$ cat src/sv/assert_macros.svh
// assertion macros shared by the address resolution cache rtl
// no dependencies; included by files that carry concurrent checks
`ifndef ASSERT_MACROS_SVH
`define ASSERT_MACROS_SVH
`ifndef SYNTHESIS
`define ARC_ASSERT(lbl, clk, rst, prop) \
   lbl: assert property (@(posedge clk) disable iff (rst) prop) \
      else $error("arc assertion failed");
`define ARC_NEVER(lbl, clk, rst, cond) \
   lbl: assert property (@(posedge clk) disable iff (rst) !(cond)) \
      else $error("arc forbidden condition seen");
`else
`define ARC_ASSERT(lbl, clk, rst, prop)
`define ARC_NEVER(lbl, clk, rst, cond)
`endif
`endif

$ cat src/sv/arc_pkg.sv
// types and constants of the address resolution cache
// no dependencies; used by the channel interfaces and the core
package arc_pkg;

   localparam int unsigned OPCODE_W     = 3;
   localparam int unsigned ADDR_W       = 64;
   localparam int unsigned IID_W        = 64;
   localparam int unsigned LOC_W        = 16;
   localparam int unsigned RID_W        = 6;
   localparam int unsigned CNT_W        = 8;
   localparam int unsigned STATUS_W     = 2;
   localparam int unsigned ACT_W        = 2;
   localparam int unsigned ROUTER_SHIFT = 10;

   localparam logic [OPCODE_W-1:0] OP_RESOLVE = 3'd0;
   localparam logic [OPCODE_W-1:0] OP_NOTIFY  = 3'd1;
   localparam logic [OPCODE_W-1:0] OP_REMOVE  = 3'd2;
   localparam logic [OPCODE_W-1:0] OP_TICK    = 3'd3;
   localparam logic [OPCODE_W-1:0] OP_UNREACH = 3'd4;
   localparam logic [OPCODE_W-1:0] OP_CLEAR   = 3'd5;

   localparam logic [STATUS_W-1:0] STAT_DONE    = 2'd0;
   localparam logic [STATUS_W-1:0] STAT_PENDING = 2'd1;
   localparam logic [STATUS_W-1:0] STAT_FULL    = 2'd2;
   localparam logic [STATUS_W-1:0] STAT_NONE    = 2'd3;

   localparam logic [ACT_W-1:0] ACT_NONE  = 2'd0;
   localparam logic [ACT_W-1:0] ACT_QUERY = 2'd1;
   localparam logic [ACT_W-1:0] ACT_ACK   = 2'd2;
   localparam logic [ACT_W-1:0] ACT_ERROR = 2'd3;

   localparam logic [CNT_W-1:0] TIMEOUT_RESET = 8'd3;

   typedef enum logic [2:0] {
      S_IDLE   = 3'b001,
      S_SCAN   = 3'b010,
      S_FINISH = 3'b100
   } arc_state_type;

endpackage

$ cat src/sv/arc_req_if.sv
// request channel of the address resolution cache: valid, ready, request word
// depends on arc_pkg
interface arc_req_if import arc_pkg::*; ();
   logic                valid;
   logic                ready;
   logic [OPCODE_W-1:0] opcode;
   logic [ADDR_W-1:0]   target_high;
   logic [ADDR_W-1:0]   target_low;
   logic [IID_W-1:0]    iid;
   logic [LOC_W-1:0]    locator;
   logic [RID_W-1:0]    router_num;

   modport source (output valid, opcode, target_high, target_low, iid, locator, router_num,
                   input ready);
   modport sink (input valid, opcode, target_high, target_low, iid, locator, router_num,
                 output ready);
endinterface

$ cat src/sv/arc_rsp_if.sv
// response channel of the address resolution cache: valid, ready, response word
// depends on arc_pkg
interface arc_rsp_if import arc_pkg::*; ();
   logic                valid;
   logic                ready;
   logic [STATUS_W-1:0] status;
   logic [LOC_W-1:0]    locator_out;
   logic [ACT_W-1:0]    action;
   logic                timer_active;

   modport source (output valid, status, locator_out, action, timer_active, input ready);
   modport sink (input valid, status, locator_out, action, timer_active, output ready);
endinterface

$ cat src/sv/address_resolution_cache_core.sv
// address resolution cache core: entry table, scan sequencer, response register
// depends on arc_pkg, arc_req_if, arc_rsp_if and assert_macros.svh
//
// usage:
//   req_ch carries one request word (opcode, target, iid, locator, router id).
//   rsp_ch returns exactly one response word per request, in order.
//   csr_wr_en/csr_wr_data write the discovery timeout; a zero write stores one.
//   write the timeout only while no request is in flight.
// timing:
//   a request is taken in idle, then one compare unit visits the entries one
//   per cycle through the registered table read port, then the finish state
//   applies the table update and loads the response. a new request is taken
//   only in idle, once the previous one has left the finish state.
// reset:
//   synchronous; all entries invalid and blank, timeout back to three.
// stall:
//   a waiting response sits in its output register while the next request is
//   taken and scanned; the finish cycle holds until that register is free.
`include "assert_macros.svh"

module address_resolution_cache_core import arc_pkg::*; #(
   parameter int unsigned ENTRIES = 8
) (
   input  logic             clock,
   input  logic             reset,
   arc_req_if.sink          req_ch,
   arc_rsp_if.source        rsp_ch,
   input  logic             csr_wr_en,
   input  logic [CNT_W-1:0] csr_wr_data
);

   localparam int unsigned IW = (ENTRIES > 1) ? $clog2(ENTRIES) : 1;
   localparam int unsigned CW = $clog2(ENTRIES + 1);

   // table memories
   logic [ADDR_W-1:0] thi_mem [ENTRIES];
   logic [ADDR_W-1:0] tlo_mem [ENTRIES];
   logic [IID_W-1:0]  iid_mem [ENTRIES];
   logic [LOC_W-1:0]  loc_mem [ENTRIES];
   logic [CNT_W-1:0]  cnt_mem [ENTRIES];

   arc_state_type state_ff, state_in;

   logic [OPCODE_W-1:0] op_ff;
   logic [ADDR_W-1:0]   thi_ff, tlo_ff;
   logic [IID_W-1:0]    iid_ff;
   logic [LOC_W-1:0]    loc_ff;
   logic [RID_W-1:0]    rid_ff;

   logic [CW-1:0] scan_ff, scan_in;
   logic          chk_vld_ff, chk_vld_in;
   logic [IW-1:0] chk_idx_ff, chk_idx_in;
   logic [IW-1:0] rd_addr;

   logic [ADDR_W-1:0] thi_rd_ff, tlo_rd_ff;
   logic [IID_W-1:0]  iid_rd_ff;
   logic [LOC_W-1:0]  loc_rd_ff;
   logic [CNT_W-1:0]  cnt_rd_ff;

   logic [ENTRIES-1:0] disc_ff, disc_in;
   logic [ENTRIES-1:0] vld_ff, vld_in;
   logic [ENTRIES-1:0] twr_ff, twr_in;
   logic [ENTRIES-1:0] iwr_ff, iwr_in;

   logic             found_ff, found_in;
   logic [IW-1:0]    pick_ff, pick_in;
   logic             pick_vld_ff, pick_vld_in;
   logic             iid_eq_ff, iid_eq_in;
   logic [LOC_W-1:0] hit_loc_ff, hit_loc_in;
   logic             free_ff, free_in;
   logic [IW-1:0]    free_idx_ff, free_idx_in;

   logic [CNT_W-1:0] timeout_ff;

   logic                rsp_valid_ff, rsp_valid_in;
   logic [STATUS_W-1:0] rsp_status_ff, rsp_status_in;
   logic [LOC_W-1:0]    rsp_loc_ff, rsp_loc_in;
   logic [ACT_W-1:0]    rsp_act_ff, rsp_act_in;
   logic                rsp_tmr_ff, rsp_tmr_in;

   logic             tgt_we, inf_we, cnt_we;
   logic [IW-1:0]    cnt_wa;
   logic [CNT_W-1:0] cnt_wd;

   logic              req_take, fin_go;
   logic              e_inv, t_match;
   logic [ADDR_W-1:0] thi_eff, tlo_eff;
   logic [IID_W-1:0]  iid_eff;
   logic [LOC_W-1:0]  loc_eff;

   assign req_ch.ready = (state_ff == S_IDLE);
   assign req_take     = req_ch.valid && req_ch.ready;
   assign fin_go       = (state_ff == S_FINISH) && (!rsp_valid_ff || rsp_ch.ready);
   assign rd_addr      = scan_ff[IW-1:0];

   // never-written entries read as zero
   assign thi_eff = twr_ff[chk_idx_ff] ? thi_rd_ff : '0;
   assign tlo_eff = twr_ff[chk_idx_ff] ? tlo_rd_ff : '0;
   assign iid_eff = iwr_ff[chk_idx_ff] ? iid_rd_ff : '0;
   assign loc_eff = iwr_ff[chk_idx_ff] ? loc_rd_ff : '0;
   assign e_inv   = !disc_ff[chk_idx_ff] && !vld_ff[chk_idx_ff];
   assign t_match = (thi_eff == thi_ff) && (tlo_eff == tlo_ff);

   assign rsp_ch.valid        = rsp_valid_ff;
   assign rsp_ch.status       = rsp_status_ff;
   assign rsp_ch.locator_out  = rsp_loc_ff;
   assign rsp_ch.action       = rsp_act_ff;
   assign rsp_ch.timer_active = rsp_tmr_ff;

   always_comb begin
      state_in      = state_ff;
      scan_in       = scan_ff;
      chk_vld_in    = 1'b0;
      chk_idx_in    = chk_idx_ff;
      disc_in       = disc_ff;
      vld_in        = vld_ff;
      twr_in        = twr_ff;
      iwr_in        = iwr_ff;
      found_in      = found_ff;
      pick_in       = pick_ff;
      pick_vld_in   = pick_vld_ff;
      iid_eq_in     = iid_eq_ff;
      hit_loc_in    = hit_loc_ff;
      free_in       = free_ff;
      free_idx_in   = free_idx_ff;
      rsp_valid_in  = rsp_valid_ff && !rsp_ch.ready;
      rsp_status_in = rsp_status_ff;
      rsp_loc_in    = rsp_loc_ff;
      rsp_act_in    = rsp_act_ff;
      rsp_tmr_in    = rsp_tmr_ff;
      tgt_we        = 1'b0;
      inf_we        = 1'b0;
      cnt_we        = 1'b0;
      cnt_wa        = chk_idx_ff;
      cnt_wd        = '0;

      case (state_ff)
         S_IDLE: begin
            if (req_take) begin
               state_in = S_SCAN;
               scan_in  = '0;
               found_in = 1'b0;
               free_in  = 1'b0;
            end
         end
         S_SCAN: begin
            if (scan_ff != CW'(ENTRIES)) begin
               chk_vld_in = 1'b1;
               chk_idx_in = scan_ff[IW-1:0];
               scan_in    = scan_ff + CW'(1);
            end else if (!chk_vld_ff) begin
               state_in = S_FINISH;
            end
            if (chk_vld_ff) begin
               case (op_ff)
                  OP_RESOLVE: begin
                     if (!found_ff) begin
                        if (!e_inv && t_match) begin
                           found_in    = 1'b1;
                           pick_in     = chk_idx_ff;
                           pick_vld_in = vld_ff[chk_idx_ff];
                           hit_loc_in  = loc_eff;
                        end else if (e_inv && !free_ff) begin
                           free_in     = 1'b1;
                           free_idx_in = chk_idx_ff;
                        end
                     end
                  end
                  OP_NOTIFY: begin
                     if (!found_ff && t_match) begin
                        found_in    = 1'b1;
                        pick_in     = chk_idx_ff;
                        pick_vld_in = vld_ff[chk_idx_ff];
                        iid_eq_in   = (iid_eff == iid_ff);
                     end
                  end
                  OP_REMOVE: begin
                     if (loc_eff[LOC_W-1:ROUTER_SHIFT] == rid_ff) begin
                        disc_in[chk_idx_ff] = 1'b0;
                        vld_in[chk_idx_ff]  = 1'b0;
                     end
                  end
                  OP_TICK: begin
                     if (disc_ff[chk_idx_ff]) begin
                        cnt_we = 1'b1;
                        cnt_wd = cnt_rd_ff - 8'd1;
                        if (cnt_rd_ff == 8'd1) begin
                           disc_in[chk_idx_ff] = 1'b0;
                        end
                     end
                  end
                  OP_UNREACH: begin
                     if (!found_ff && !e_inv && t_match) begin
                        found_in            = 1'b1;
                        disc_in[chk_idx_ff] = 1'b0;
                        vld_in[chk_idx_ff]  = 1'b0;
                     end
                  end
                  default: begin
                  end
               endcase
            end
         end
         S_FINISH: begin
            if (fin_go) begin
               state_in      = S_IDLE;
               rsp_valid_in  = 1'b1;
               rsp_status_in = STAT_DONE;
               rsp_loc_in    = '0;
               rsp_act_in    = ACT_NONE;
               case (op_ff)
                  OP_RESOLVE: begin
                     if (found_ff) begin
                        if (pick_vld_ff) begin
                           rsp_loc_in = hit_loc_ff;
                        end else begin
                           rsp_status_in = STAT_PENDING;
                        end
                     end else if (free_ff) begin
                        tgt_we               = 1'b1;
                        twr_in[free_idx_ff]  = 1'b1;
                        disc_in[free_idx_ff] = 1'b1;
                        cnt_we               = 1'b1;
                        cnt_wa               = free_idx_ff;
                        cnt_wd               = timeout_ff;
                        rsp_status_in        = STAT_PENDING;
                        rsp_act_in           = ACT_QUERY;
                     end else begin
                        rsp_status_in = STAT_FULL;
                     end
                  end
                  OP_NOTIFY: begin
                     if (!found_ff) begin
                        rsp_status_in = STAT_NONE;
                     end else if (pick_vld_ff && !iid_eq_ff) begin
                        rsp_act_in = ACT_ERROR;
                     end else begin
                        inf_we           = 1'b1;
                        iwr_in[pick_ff]  = 1'b1;
                        vld_in[pick_ff]  = 1'b1;
                        disc_in[pick_ff] = 1'b0;
                        cnt_we           = 1'b1;
                        cnt_wa           = pick_ff;
                        cnt_wd           = '0;
                        rsp_act_in       = ACT_ACK;
                     end
                  end
                  OP_UNREACH: begin
                     if (!found_ff) begin
                        rsp_status_in = STAT_NONE;
                     end
                  end
                  OP_CLEAR: begin
                     disc_in = '0;
                     vld_in  = '0;
                     twr_in  = '0;
                     iwr_in  = '0;
                  end
                  default: begin
                  end
               endcase
               rsp_tmr_in = |disc_in;
            end
         end
         default: begin
            state_in = S_IDLE;
         end
      endcase
   end

   always_ff @(posedge clock) begin
      if (reset) begin
         state_ff     <= S_IDLE;
         scan_ff      <= '0;
         chk_vld_ff   <= 1'b0;
         disc_ff      <= '0;
         vld_ff       <= '0;
         twr_ff       <= '0;
         iwr_ff       <= '0;
         found_ff     <= 1'b0;
         free_ff      <= 1'b0;
         timeout_ff   <= TIMEOUT_RESET;
         rsp_valid_ff <= 1'b0;
      end else begin
         state_ff     <= state_in;
         scan_ff      <= scan_in;
         chk_vld_ff   <= chk_vld_in;
         disc_ff      <= disc_in;
         vld_ff       <= vld_in;
         twr_ff       <= twr_in;
         iwr_ff       <= iwr_in;
         found_ff     <= found_in;
         free_ff      <= free_in;
         rsp_valid_ff <= rsp_valid_in;
         if (csr_wr_en) begin
            timeout_ff <= (csr_wr_data == '0) ? 8'd1 : csr_wr_data;
         end
      end
   end

   // payload registers
   always_ff @(posedge clock) begin
      if (req_take) begin
         op_ff  <= req_ch.opcode;
         thi_ff <= req_ch.target_high;
         tlo_ff <= req_ch.target_low;
         iid_ff <= req_ch.iid;
         loc_ff <= req_ch.locator;
         rid_ff <= req_ch.router_num;
      end
      chk_idx_ff    <= chk_idx_in;
      pick_ff       <= pick_in;
      pick_vld_ff   <= pick_vld_in;
      iid_eq_ff     <= iid_eq_in;
      hit_loc_ff    <= hit_loc_in;
      free_idx_ff   <= free_idx_in;
      rsp_status_ff <= rsp_status_in;
      rsp_loc_ff    <= rsp_loc_in;
      rsp_act_ff    <= rsp_act_in;
      rsp_tmr_ff    <= rsp_tmr_in;
   end

   // table read port
   always_ff @(posedge clock) begin
      thi_rd_ff <= thi_mem[rd_addr];
      tlo_rd_ff <= tlo_mem[rd_addr];
      iid_rd_ff <= iid_mem[rd_addr];
      loc_rd_ff <= loc_mem[rd_addr];
      cnt_rd_ff <= cnt_mem[rd_addr];
   end

   // table write ports
   always_ff @(posedge clock) begin
      if (tgt_we) begin
         thi_mem[free_idx_ff] <= thi_ff;
         tlo_mem[free_idx_ff] <= tlo_ff;
      end
   end

   always_ff @(posedge clock) begin
      if (inf_we) begin
         iid_mem[pick_ff] <= iid_ff;
         loc_mem[pick_ff] <= loc_ff;
      end
   end

   always_ff @(posedge clock) begin
      if (cnt_we) begin
         cnt_mem[cnt_wa] <= cnt_wd;
      end
   end

   `ARC_NEVER(a_state_excl, clock, reset, (disc_ff & vld_ff) != '0)
   `ARC_NEVER(a_scan_range, clock, reset, scan_ff > CW'(ENTRIES))
   `ARC_NEVER(a_timeout_nz, clock, reset, timeout_ff == '0)
   `ARC_ASSERT(a_rsp_from_fin, clock, reset, $rose(rsp_valid_ff) |-> $past(state_ff == S_FINISH))
   `ARC_ASSERT(a_query_timer, clock, reset, (rsp_valid_ff && rsp_act_ff == ACT_QUERY) |-> rsp_tmr_ff)

endmodule

$ cat src/flat_wrapper.sv
// flat-port wrapper written by rule: the top's interface ports become plain ports
module address_resolution_cache_core_flat import arc_pkg::*;
#(
   parameter int unsigned ENTRIES = 8
)
  (clock, reset, csr_wr_en, csr_wr_data, req_ch_valid, req_ch_opcode, req_ch_target_high, req_ch_target_low, req_ch_iid, req_ch_locator, req_ch_router_num, req_ch_ready, rsp_ch_valid, rsp_ch_status, rsp_ch_locator_out, rsp_ch_action, rsp_ch_timer_active, rsp_ch_ready);
  arc_req_if req_ch_i ();
  arc_rsp_if rsp_ch_i ();
  input  logic clock;
  input  logic reset;
  input  logic csr_wr_en;
  input  logic [CNT_W-1:0] csr_wr_data;
  input wire logic [$bits(req_ch_i.valid)-1:0] req_ch_valid;
  input wire logic [$bits(req_ch_i.opcode)-1:0] req_ch_opcode;
  input wire logic [$bits(req_ch_i.target_high)-1:0] req_ch_target_high;
  input wire logic [$bits(req_ch_i.target_low)-1:0] req_ch_target_low;
  input wire logic [$bits(req_ch_i.iid)-1:0] req_ch_iid;
  input wire logic [$bits(req_ch_i.locator)-1:0] req_ch_locator;
  input wire logic [$bits(req_ch_i.router_num)-1:0] req_ch_router_num;
  output wire logic [$bits(req_ch_i.ready)-1:0] req_ch_ready;
  output wire logic [$bits(rsp_ch_i.valid)-1:0] rsp_ch_valid;
  output wire logic [$bits(rsp_ch_i.status)-1:0] rsp_ch_status;
  output wire logic [$bits(rsp_ch_i.locator_out)-1:0] rsp_ch_locator_out;
  output wire logic [$bits(rsp_ch_i.action)-1:0] rsp_ch_action;
  output wire logic [$bits(rsp_ch_i.timer_active)-1:0] rsp_ch_timer_active;
  input wire logic [$bits(rsp_ch_i.ready)-1:0] rsp_ch_ready;
  assign req_ch_i.valid = req_ch_valid;
  assign req_ch_i.opcode = req_ch_opcode;
  assign req_ch_i.target_high = req_ch_target_high;
  assign req_ch_i.target_low = req_ch_target_low;
  assign req_ch_i.iid = req_ch_iid;
  assign req_ch_i.locator = req_ch_locator;
  assign req_ch_i.router_num = req_ch_router_num;
  assign req_ch_ready = req_ch_i.ready;
  assign rsp_ch_valid = rsp_ch_i.valid;
  assign rsp_ch_status = rsp_ch_i.status;
  assign rsp_ch_locator_out = rsp_ch_i.locator_out;
  assign rsp_ch_action = rsp_ch_i.action;
  assign rsp_ch_timer_active = rsp_ch_i.timer_active;
  assign rsp_ch_i.ready = rsp_ch_ready;
  address_resolution_cache_core #(.ENTRIES(ENTRIES)) u_core (.clock(clock), .reset(reset), .req_ch(req_ch_i), .rsp_ch(rsp_ch_i), .csr_wr_en(csr_wr_en), .csr_wr_data(csr_wr_data));
endmodule
$ cat config.mk
export PLATFORM = sky130hd
export DESIGN_NAME = address_resolution_cache_core_flat
export DESIGN_NICKNAME = d
export VERILOG_FILES = /design/src/sv/arc_pkg.sv /design/src/sv/arc_req_if.sv /design/src/sv/arc_rsp_if.sv /design/src/sv/address_resolution_cache_core.sv /design/src/flat_wrapper.sv
export VERILOG_INCLUDE_DIRS = /design/src /design/src/sv
export SDC_FILE = /design/constraint.sdc
export NUM_CORES = 2
export LEC_CHECK = 0
export BUFFER_PORTS_ARGS = -buffer_cell sky130_fd_sc_hd__clkbuf_2
export CORE_UTILIZATION = 35
export CTS_BUF_LIST = sky130_fd_sc_hd__clkbuf_8 sky130_fd_sc_hd__clkbuf_16
export DETAILED_ROUTE_END_ITERATION = 6
export MAX_ROUTING_LAYER = met4
export PLACE_DENSITY = 0.61
export SLEW_MARGIN = 25
export SYNTH_ARGS = -nofsm -noshare
export SYNTH_HDL_FRONTEND = slang
export SYNTH_SLANG_ARGS = --single-unit
$ cat constraint.sdc
create_clock -name clock -period 15 [get_ports clock]
set_input_delay 0.75 -clock clock [delete_from_list [all_inputs] [get_ports clock]]
set_output_delay 0.75 -clock clock [all_outputs]
set_load 0.02 [all_outputs]
## Word-level counts from Yosys, hierarchy flattened

Memory sizes are Yosys's and may differ from the RTL's. A register that Yosys moved wholly into a read port is not among the register bits.
Index checks and enable logic that the tools add are counted.

| word-level totals | value |
|---|---|
| bits in registers | 316 |
| bits in latches | 0 |
| RAM bits | 1728 |
| ROM bits | 0 |
| input bits | 230 |
| output and inout bits | 23 |
| word-level logic and storage cells | 271 |
| memories | 5 |

Memories:

| name | depth | bits a word | read ports | clocked after Yosys merged registers in | wr ports | line | RTL |
|---|---|---|---|---|---|---|---|
| u_core.iid_mem | 8 | 64 | 1 | 1 | 1 | address_resolution_cache_core.sv:38 | `logic [IID_W-1:0] iid_mem [ENTRIES];` |
| u_core.thi_mem | 8 | 64 | 1 | 1 | 1 | address_resolution_cache_core.sv:36 | `logic [ADDR_W-1:0] thi_mem [ENTRIES];` |
| u_core.tlo_mem | 8 | 64 | 1 | 1 | 1 | address_resolution_cache_core.sv:37 | `logic [ADDR_W-1:0] tlo_mem [ENTRIES];` |
| u_core.loc_mem | 8 | 16 | 1 | 1 | 1 | address_resolution_cache_core.sv:39 | `logic [LOC_W-1:0] loc_mem [ENTRIES];` |
| u_core.cnt_mem | 8 | 8 | 1 | 1 | 1 | address_resolution_cache_core.sv:40 | `logic [CNT_W-1:0] cnt_mem [ENTRIES];` |

| operators by class | value |
|---|---|
| $add $sub $neg | 2 |
| multiply operators | 0 |
| div/mod/pow operators | 0 |
| $lt $le $gt $ge | 6 |
| eq/ne operators | 41 |
| shifts and indexed selects | 0 |
| multiplexer cells | 129 |
| bitwise operators | 12 |
| reduce and logical (&&, ||, !) cells | 48 |

Operators with widths:

| cell | number |
|---|---|
| 2-to-1 mux 8 bit | 30 |
| == test 64 bit | 3 |
| 2-to-1 mux 64 bit | 3 |
| one-hot mux 8 bit (2 select lines) | 7 |
| one-hot mux 8 bit (3 select lines) | 2 |
| 2-to-1 mux 1 bit | 47 |
| 2-to-1 mux 3 bit | 13 |
| OR 8 bit | 4 |
| bitwise AND 8 bit | 3 |
| != test 3 x 2 -> 1 bit (second input constant) | 7 |
| != test 2 x 1 -> 1 bit (second input constant) | 9 |
| AND reduction 6 bit | 3 |
| 2-to-1 mux 16 bit | 1 |
| NOT 8 bit | 2 |
| AND reduction 5 bit | 3 |
| logical AND 1 bit | 14 |
| != test 2 bit (second input constant) | 7 |
| binary-select mux 1 bit (select 3 bit) | 4 |
| less-than comparator 3 x 4 -> 1 bit (second input constant) | 3 |
| one-hot mux 3 bit (2 select lines) | 2 |
| 2-to-1 mux 2 bit | 5 |
| one-hot mux 1 bit (2 select lines) | 5 |
| nonzero test 2 bit | 5 |
| demux 1 bit (select 3 bit) | 3 |
| other kinds (30) | 53 |

## Longest topological paths before layout

| depth | value |
|---|---|
| depth after elaboration | 13 |
| depth in mapped cells | 12 |
| mapped depth without buffers | 9 |

## Worst setup path before layout

Ideal clock, no wire load.

| timing | value |
|---|---|
| kind | input port to flip-flop |
| start point | in rsp_ch_ready |
| end point | mem u_core.thi_mem[2][0] (enable) |
| setup time | 772 ps |
| arrival | 11123 ps |
| data required time | 14228 ps |
| slack | 3105 ps |
| stages | 7 |
| path buffers | 3 |
| cell sequence | nor2b_1 clkbuf_1 nor2_1 clkbuf_1 clkbuf_1 nand2_1 nor3_1 |

| on the way | value |
|---|---|
| longest elaborated chain between the ends | 6 |

RTL lines:

| item | line | RTL |
|---|---|---|
| start, declared | flat_wrapper.sv:26 | `input wire logic [$bits(rsp_ch_i.ready)-1:0] rsp_ch_ready;` |
| logical OR 1 bit | address_resolution_cache_core.sv:93 | `assign fin_go = (state_ff == S_FINISH) && (!rsp_valid_ff \|\| rsp_ch.ready);` |
| logical AND 1 bit | address_resolution_cache_core.sv:93 |  |
| 2-to-1 mux 1 bit | address_resolution_cache_core.sv:205 | `if (fin_go) begin` |
| 2-to-1 mux 1 bit | address_resolution_cache_core.sv:137 | `case (state_ff)` |
| 2-to-1 mux 1 bit | address_resolution_cache_core.sv:334 | `if (tgt_we) begin` |
| 2-to-1 mux 1 bit (implied by the code) | address_resolution_cache_core.sv:335 | `thi_mem[free_idx_ff] <= thi_ff;` |
| end, declared | address_resolution_cache_core.sv:36 |  |

No other way between the ends.

## Final worst setup path

| timing | value |
|---|---|
| start point | reg u_core.chk_idx_ff[1] |
| end point | reg u_core.pick_vld_ff (enable) |

| on the way | value |
|---|---|
| longest elaborated chain between the ends | 8 |
| elaborated cells on any way between the ends | 20 |
| those cells by class | eq/ne: 4; mux: 8; reduce/logical: 8 |

RTL lines:

| item | line | RTL |
|---|---|---|
| start, declared | address_resolution_cache_core.sv:52 | `logic [IW-1:0] chk_idx_ff, chk_idx_in;` |
| start signal, assigned | address_resolution_cache_core.sv:311 | `chk_idx_ff <= chk_idx_in;` |
| binary-select mux 1 bit (select 3 bit), on equally long branches | address_resolution_cache_core.sv:97, address_resolution_cache_core.sv:98, address_resolution_cache_core.sv:101 |  |
| 2-to-1 mux 1 bit, on equally long branches | address_resolution_cache_core.sv:97, address_resolution_cache_core.sv:98, address_resolution_cache_core.sv:101 |  |
| 2-to-1 mux 64 bit (tied with other cells) | address_resolution_cache_core.sv:97 | `assign thi_eff = twr_ff[chk_idx_ff] ? thi_rd_ff : '0;` |
| == test 64 bit or logical AND 1 bit (tied branches) | address_resolution_cache_core.sv:102, address_resolution_cache_core.sv:101 |  |
| logical AND 1 bit or zero test 1 bit (tied branches) | address_resolution_cache_core.sv:102, address_resolution_cache_core.sv:158 |  |
| logical AND 1 bit, on equally long branches | address_resolution_cache_core.sv:170, address_resolution_cache_core.sv:158 |  |
| != test 2 x 1 -> 1 bit (no source line) | - |  |
| AND reduction 6 bit (no source line) (*) | - |  |
| end signal, assigned | address_resolution_cache_core.sv:313 | `pick_vld_ff <= pick_vld_in;` |
| end, declared | address_resolution_cache_core.sv:67 | `logic pick_vld_ff, pick_vld_in;` |

Every way passes the cells marked *; elsewhere a longest branch is shown, timed or not. The select of a mux whose other input is x is not followed.
A chain may end at the register's enable or synchronous reset.

==> flow_summary.yaml <==
cells_and_area:
  seq_area_mm2: 0.0652
  final_nets: 5303
  fillers: 21500
  area_growth_pct: 15.5
  final_cells: 8462
  utilization_pct: 40.8
  drive_above_1_share_pct: 21.7
  multi_input_area_mm2: 0.0191
floorplan:
  start_util_pct: 35.3
  ios: 253
  dieHeight_um: 495
  core_mm2: 0.241
  die_area_mm2: 0.245
  rows: 180
  die-width_um: 495
synth:
  yosysTopAreaCellShare_pct: 70.4
  ys_ff_latch: 2260
  synth_cells: 4666
  synth_common_cells: "1,993 x edfxtp_1, 748 x nand2_1, 434 x mux4_2, 267 x dfxtp_1, 192 x nor2_1"
  synth_fp_nets: 4900
  synth_edf_count: 1993
  syn_avg_cell_area_um2: 18.2
  synth-async-reset-ratio_pct: 0
  yosys_warnings: 0
  synth.distinct_cells: 70
  yosysTopAreaCell: "edfxtp_1"
  synth_area_mm2: 0.0851
  ys_seq_area_share_pct: 76.6
  synth.most_common_cell: "edfxtp_1"
  ys.flop_type: "edfxtp_1"
  synth_area_leaders: "edfxtp_1 70%, mux4_2 11%, dfxtp_1 6.3%"
setup_path:
  critPathMaxStageDelay_ns: 0.87
  cpMaxStageDelayCell: "edfxtp_1"
  crit_path_end_kind: "flip-flop"
  worstPathRequired_ns: 15.43
  cp_top_family: "simple AND/OR/NAND/NOR gates"
  cp_max_fo: 39
  path_cells: "nor2b_1 -> a22oi_2 -> buf_4 -> nand2_1 -> o221ai_1 -> a2111oi_0 -> o2111ai_1 -> nor2_1 -> nand2b_1 -> nor4b_1"
  crit_arrival_ns: 5.39
  crit_buf_inv: 1
  path_class: "reg -> reg"
  rr_worst_depth: 10
  crit_cells: 10
  startpoint_type: "flip-flop"
grt:
  track_usage_pct: 17.9
  grt_pass1_wl_um: 311000
  antenna_found_initial: 20
  grt-ovfl-total: 0
  grt_max_degree: 119
  grt_pass1_vias: 44800
clock_tree:
  cts_tree: "built"
  root_buffer: "clkbuf_16"
  cts.sinks: 2260
  cts_made_buffers: 220
  clk_pin_slew_worst_paths_ns: 0.06
  cts_resized: 0
  htreeDepth: 4
  clk_latency_ns: 0.87
  cts_buffer_depth: 3
min_path:
  worstHoldPathType: "in -> reg"
  hold_depth: 1
route:
  drt_pre_antenna_iters: 7
  vias_per_cell: 5.22
  drt_iter0_drc: 4344
  vias: 44200
  drt_wl_total_um: 215000
  drcViolationCount: 1
  antenna_left: 0
  wl_per_cell_um: 25.4
sta:
  hold_viol: 0
  final-setup-viol-count: 0
  fin_skew_ns: 0.0653
  rsz0062_at_grt: "no"
  worst_pin_slew_ns: 1.04
  slew_violations: 0
  max_freq_ghz: 0.202
  setup_tns_ns: 0
  slew_headroom_pct: 30.2
  period_share_pct: 33.0
  min_period_ns: 4.96
placement:
  dpl.cell_count: 7990
  io_buffers: 252
  gp_congestion: 0.894
  place_hpwl_um: 125000
power:
  ir_drop_uv: 103
  pwr_density_cell_mw_per_mm2: 138
  power.leakage_nw: 32.0
run:
  maxCapViolCount: 0
outcome:
  violations: "design-rule violations"
  status: "finished with violations"
path summary, 6_finish.rpt:
check | start | slack (ns) | to
setup reg to reg | u_core.chk_idx_ff[1]$_DFFE_PP_ | 10.04 | u_core.pick_vld_ff$_DFFE_PP_
hold / removal | req_ch_iid[16] | 0.07 | u_core.iid_ff[16]$_DFFE_PP_
hold reg to reg | u_core.iwr_ff[1]$_SDFFE_PP0P_ | 0.47 | u_core.iwr_ff[1]$_SDFFE_PP0P_
setup / recovery | u_core.chk_idx_ff[1]$_DFFE_PP_ | 10.04 | u_core.pick_vld_ff$_DFFE_PP_
flip-flops by register name (all words and copies together) (netlist names), 4 cells and up:
signal	flops
u_core.cnt_mem	64
u_core.cnt_rd_ff	8
u_core.disc_ff	8
u_core.hit_loc_ff	16
u_core.iid_ff	64
u_core.iid_mem	512
u_core.iid_rd_ff	64
u_core.iwr_ff	8
u_core.loc_ff	16
u_core.loc_mem	128
u_core.loc_rd_ff	16
u_core.rid_ff	6
u_core.rsp_ch.locator_out	16
u_core.scan_ff	4
u_core.thi_ff	64
u_core.thi_mem	512
u_core.thi_rd_ff	64
u_core.timeout_ff	8
u_core.tlo_ff	64
u_core.tlo_mem	512
u_core.tlo_rd_ff	64
u_core.twr_ff	8
u_core.vld_ff	8
report_power, final:
| part | internal (W) | leakage, nW | switching [W] |
|---|---|---|---|
| Clock | 0.00318 | 3.84 | 0.00239 |
| Combinational | 0.000254 | 8.00 | 0.000375 |
| Sequential | 0.00710 | 20.1 | 0.000296 |
| Total | 0.0105 | 32.0 | 0.00306 |
layer usage:
| metal | global-route usage (%) | vias to the layer above | part of all wire, % |
|---|---|---|---|
| li1 | - | 19100 | - |
| met2 | 29.1 | 1573 | 49 |
| met4 | 5.00 | 0 | 2.6 |
| met5 | - | - | 0 |
| met1 | 23.4 | 23100 | 42 |
| met3 | 2.85 | 357 | 6.1 |
per-stage QoR:
stage          setup WS (ns)  total power (W)  hold slack [ns]  instance area [um2]
2_1_floorplan           3.11          0.00781            0.428                85100
3_3_place_gp            9.49          0.00813            0.455                90300
3_5_place_dp           10.12          0.00815            0.460                90400
4_1_cts                10.13           0.0137        0.0000902                98200
5_1_grt                 9.73           0.0140           0.0107                98200
6_report               10.04           0.0136           0.0666                98200
cell usage in the layout, fill, tap and decap left out, types with 9 or more instances in the layout:
master         Yosys  layout
a31oi_1           34      34
clkbuf_8           0      12
nand2b_1          29      29
clkbuf_2           0     252
diode_2            0      12
xor2_1            96      96
nor2b_1           12      12
nand4_1           25      25
nand3_1           31      31
xnor2_1           55      55
a21o_1             9       9
nor3_1            52      45
a21boi_0          21      21
clkinv_2           0      33
mux2i_1           13      13
clkbuf_16          0     223
inv_1             39     103
dlygate4sd3_1      0      42
nor2_1           192     181
mux4_2           434     434
o22ai_1           30      30
bufinv_16          0      24
buf_4              3      78
nor2_4             1      12
clkinv_1           0      34
a21oi_1           69      69
and2_1            43      41
and3_1            11      11
o21ai_0           41      41
nor4_1            50      45
o32ai_1           29      29
edfxtp_1        1993    1993
nand2_1          748     748
a211oi_1          25      24
dfxtp_1          267     264
cell families (layout without fill, tap and decap cells):
family | Yosys count | in the layout | share of synthesized area [%]
AO/OA/AOI/OAI | 349 | 349 | 2.85
XOR/XNOR | 151 | 151 | 1.55
adder cells (fa/ha/maj) | 4 | 4 | 0.0588
buffers and inverters | 234 | 833 | 1.10
flip-flops | 2260 | 2260 | 76.6
multiplexers | 447 | 447 | 11.6
other | 0 | 12 | 0
AND/OR/NAND/NOR | 1221 | 1221 | 6.14
cell type report:
type | instances | share of cell area, %
Clock buffer | 235 | 5.85
Antenna cell | 12 | 0.0306
Inverter | 39 | 0.157
Multi-Input combinational cell | 2172 | 19.5
Timing Repair Buffer | 376 | 2.38
Clock inverter | 183 | 1.66
Sequential cell | 2260 | 66.4
Tap cell | 3185 | 4.06
timing repair:
action                    4_1_cts  5_1_grt
hold buffers                   42        0
hold endpoints to repair       42        0
buffers inserted                0        0
No activity file was read; power rests on OpenSTA's default activity.
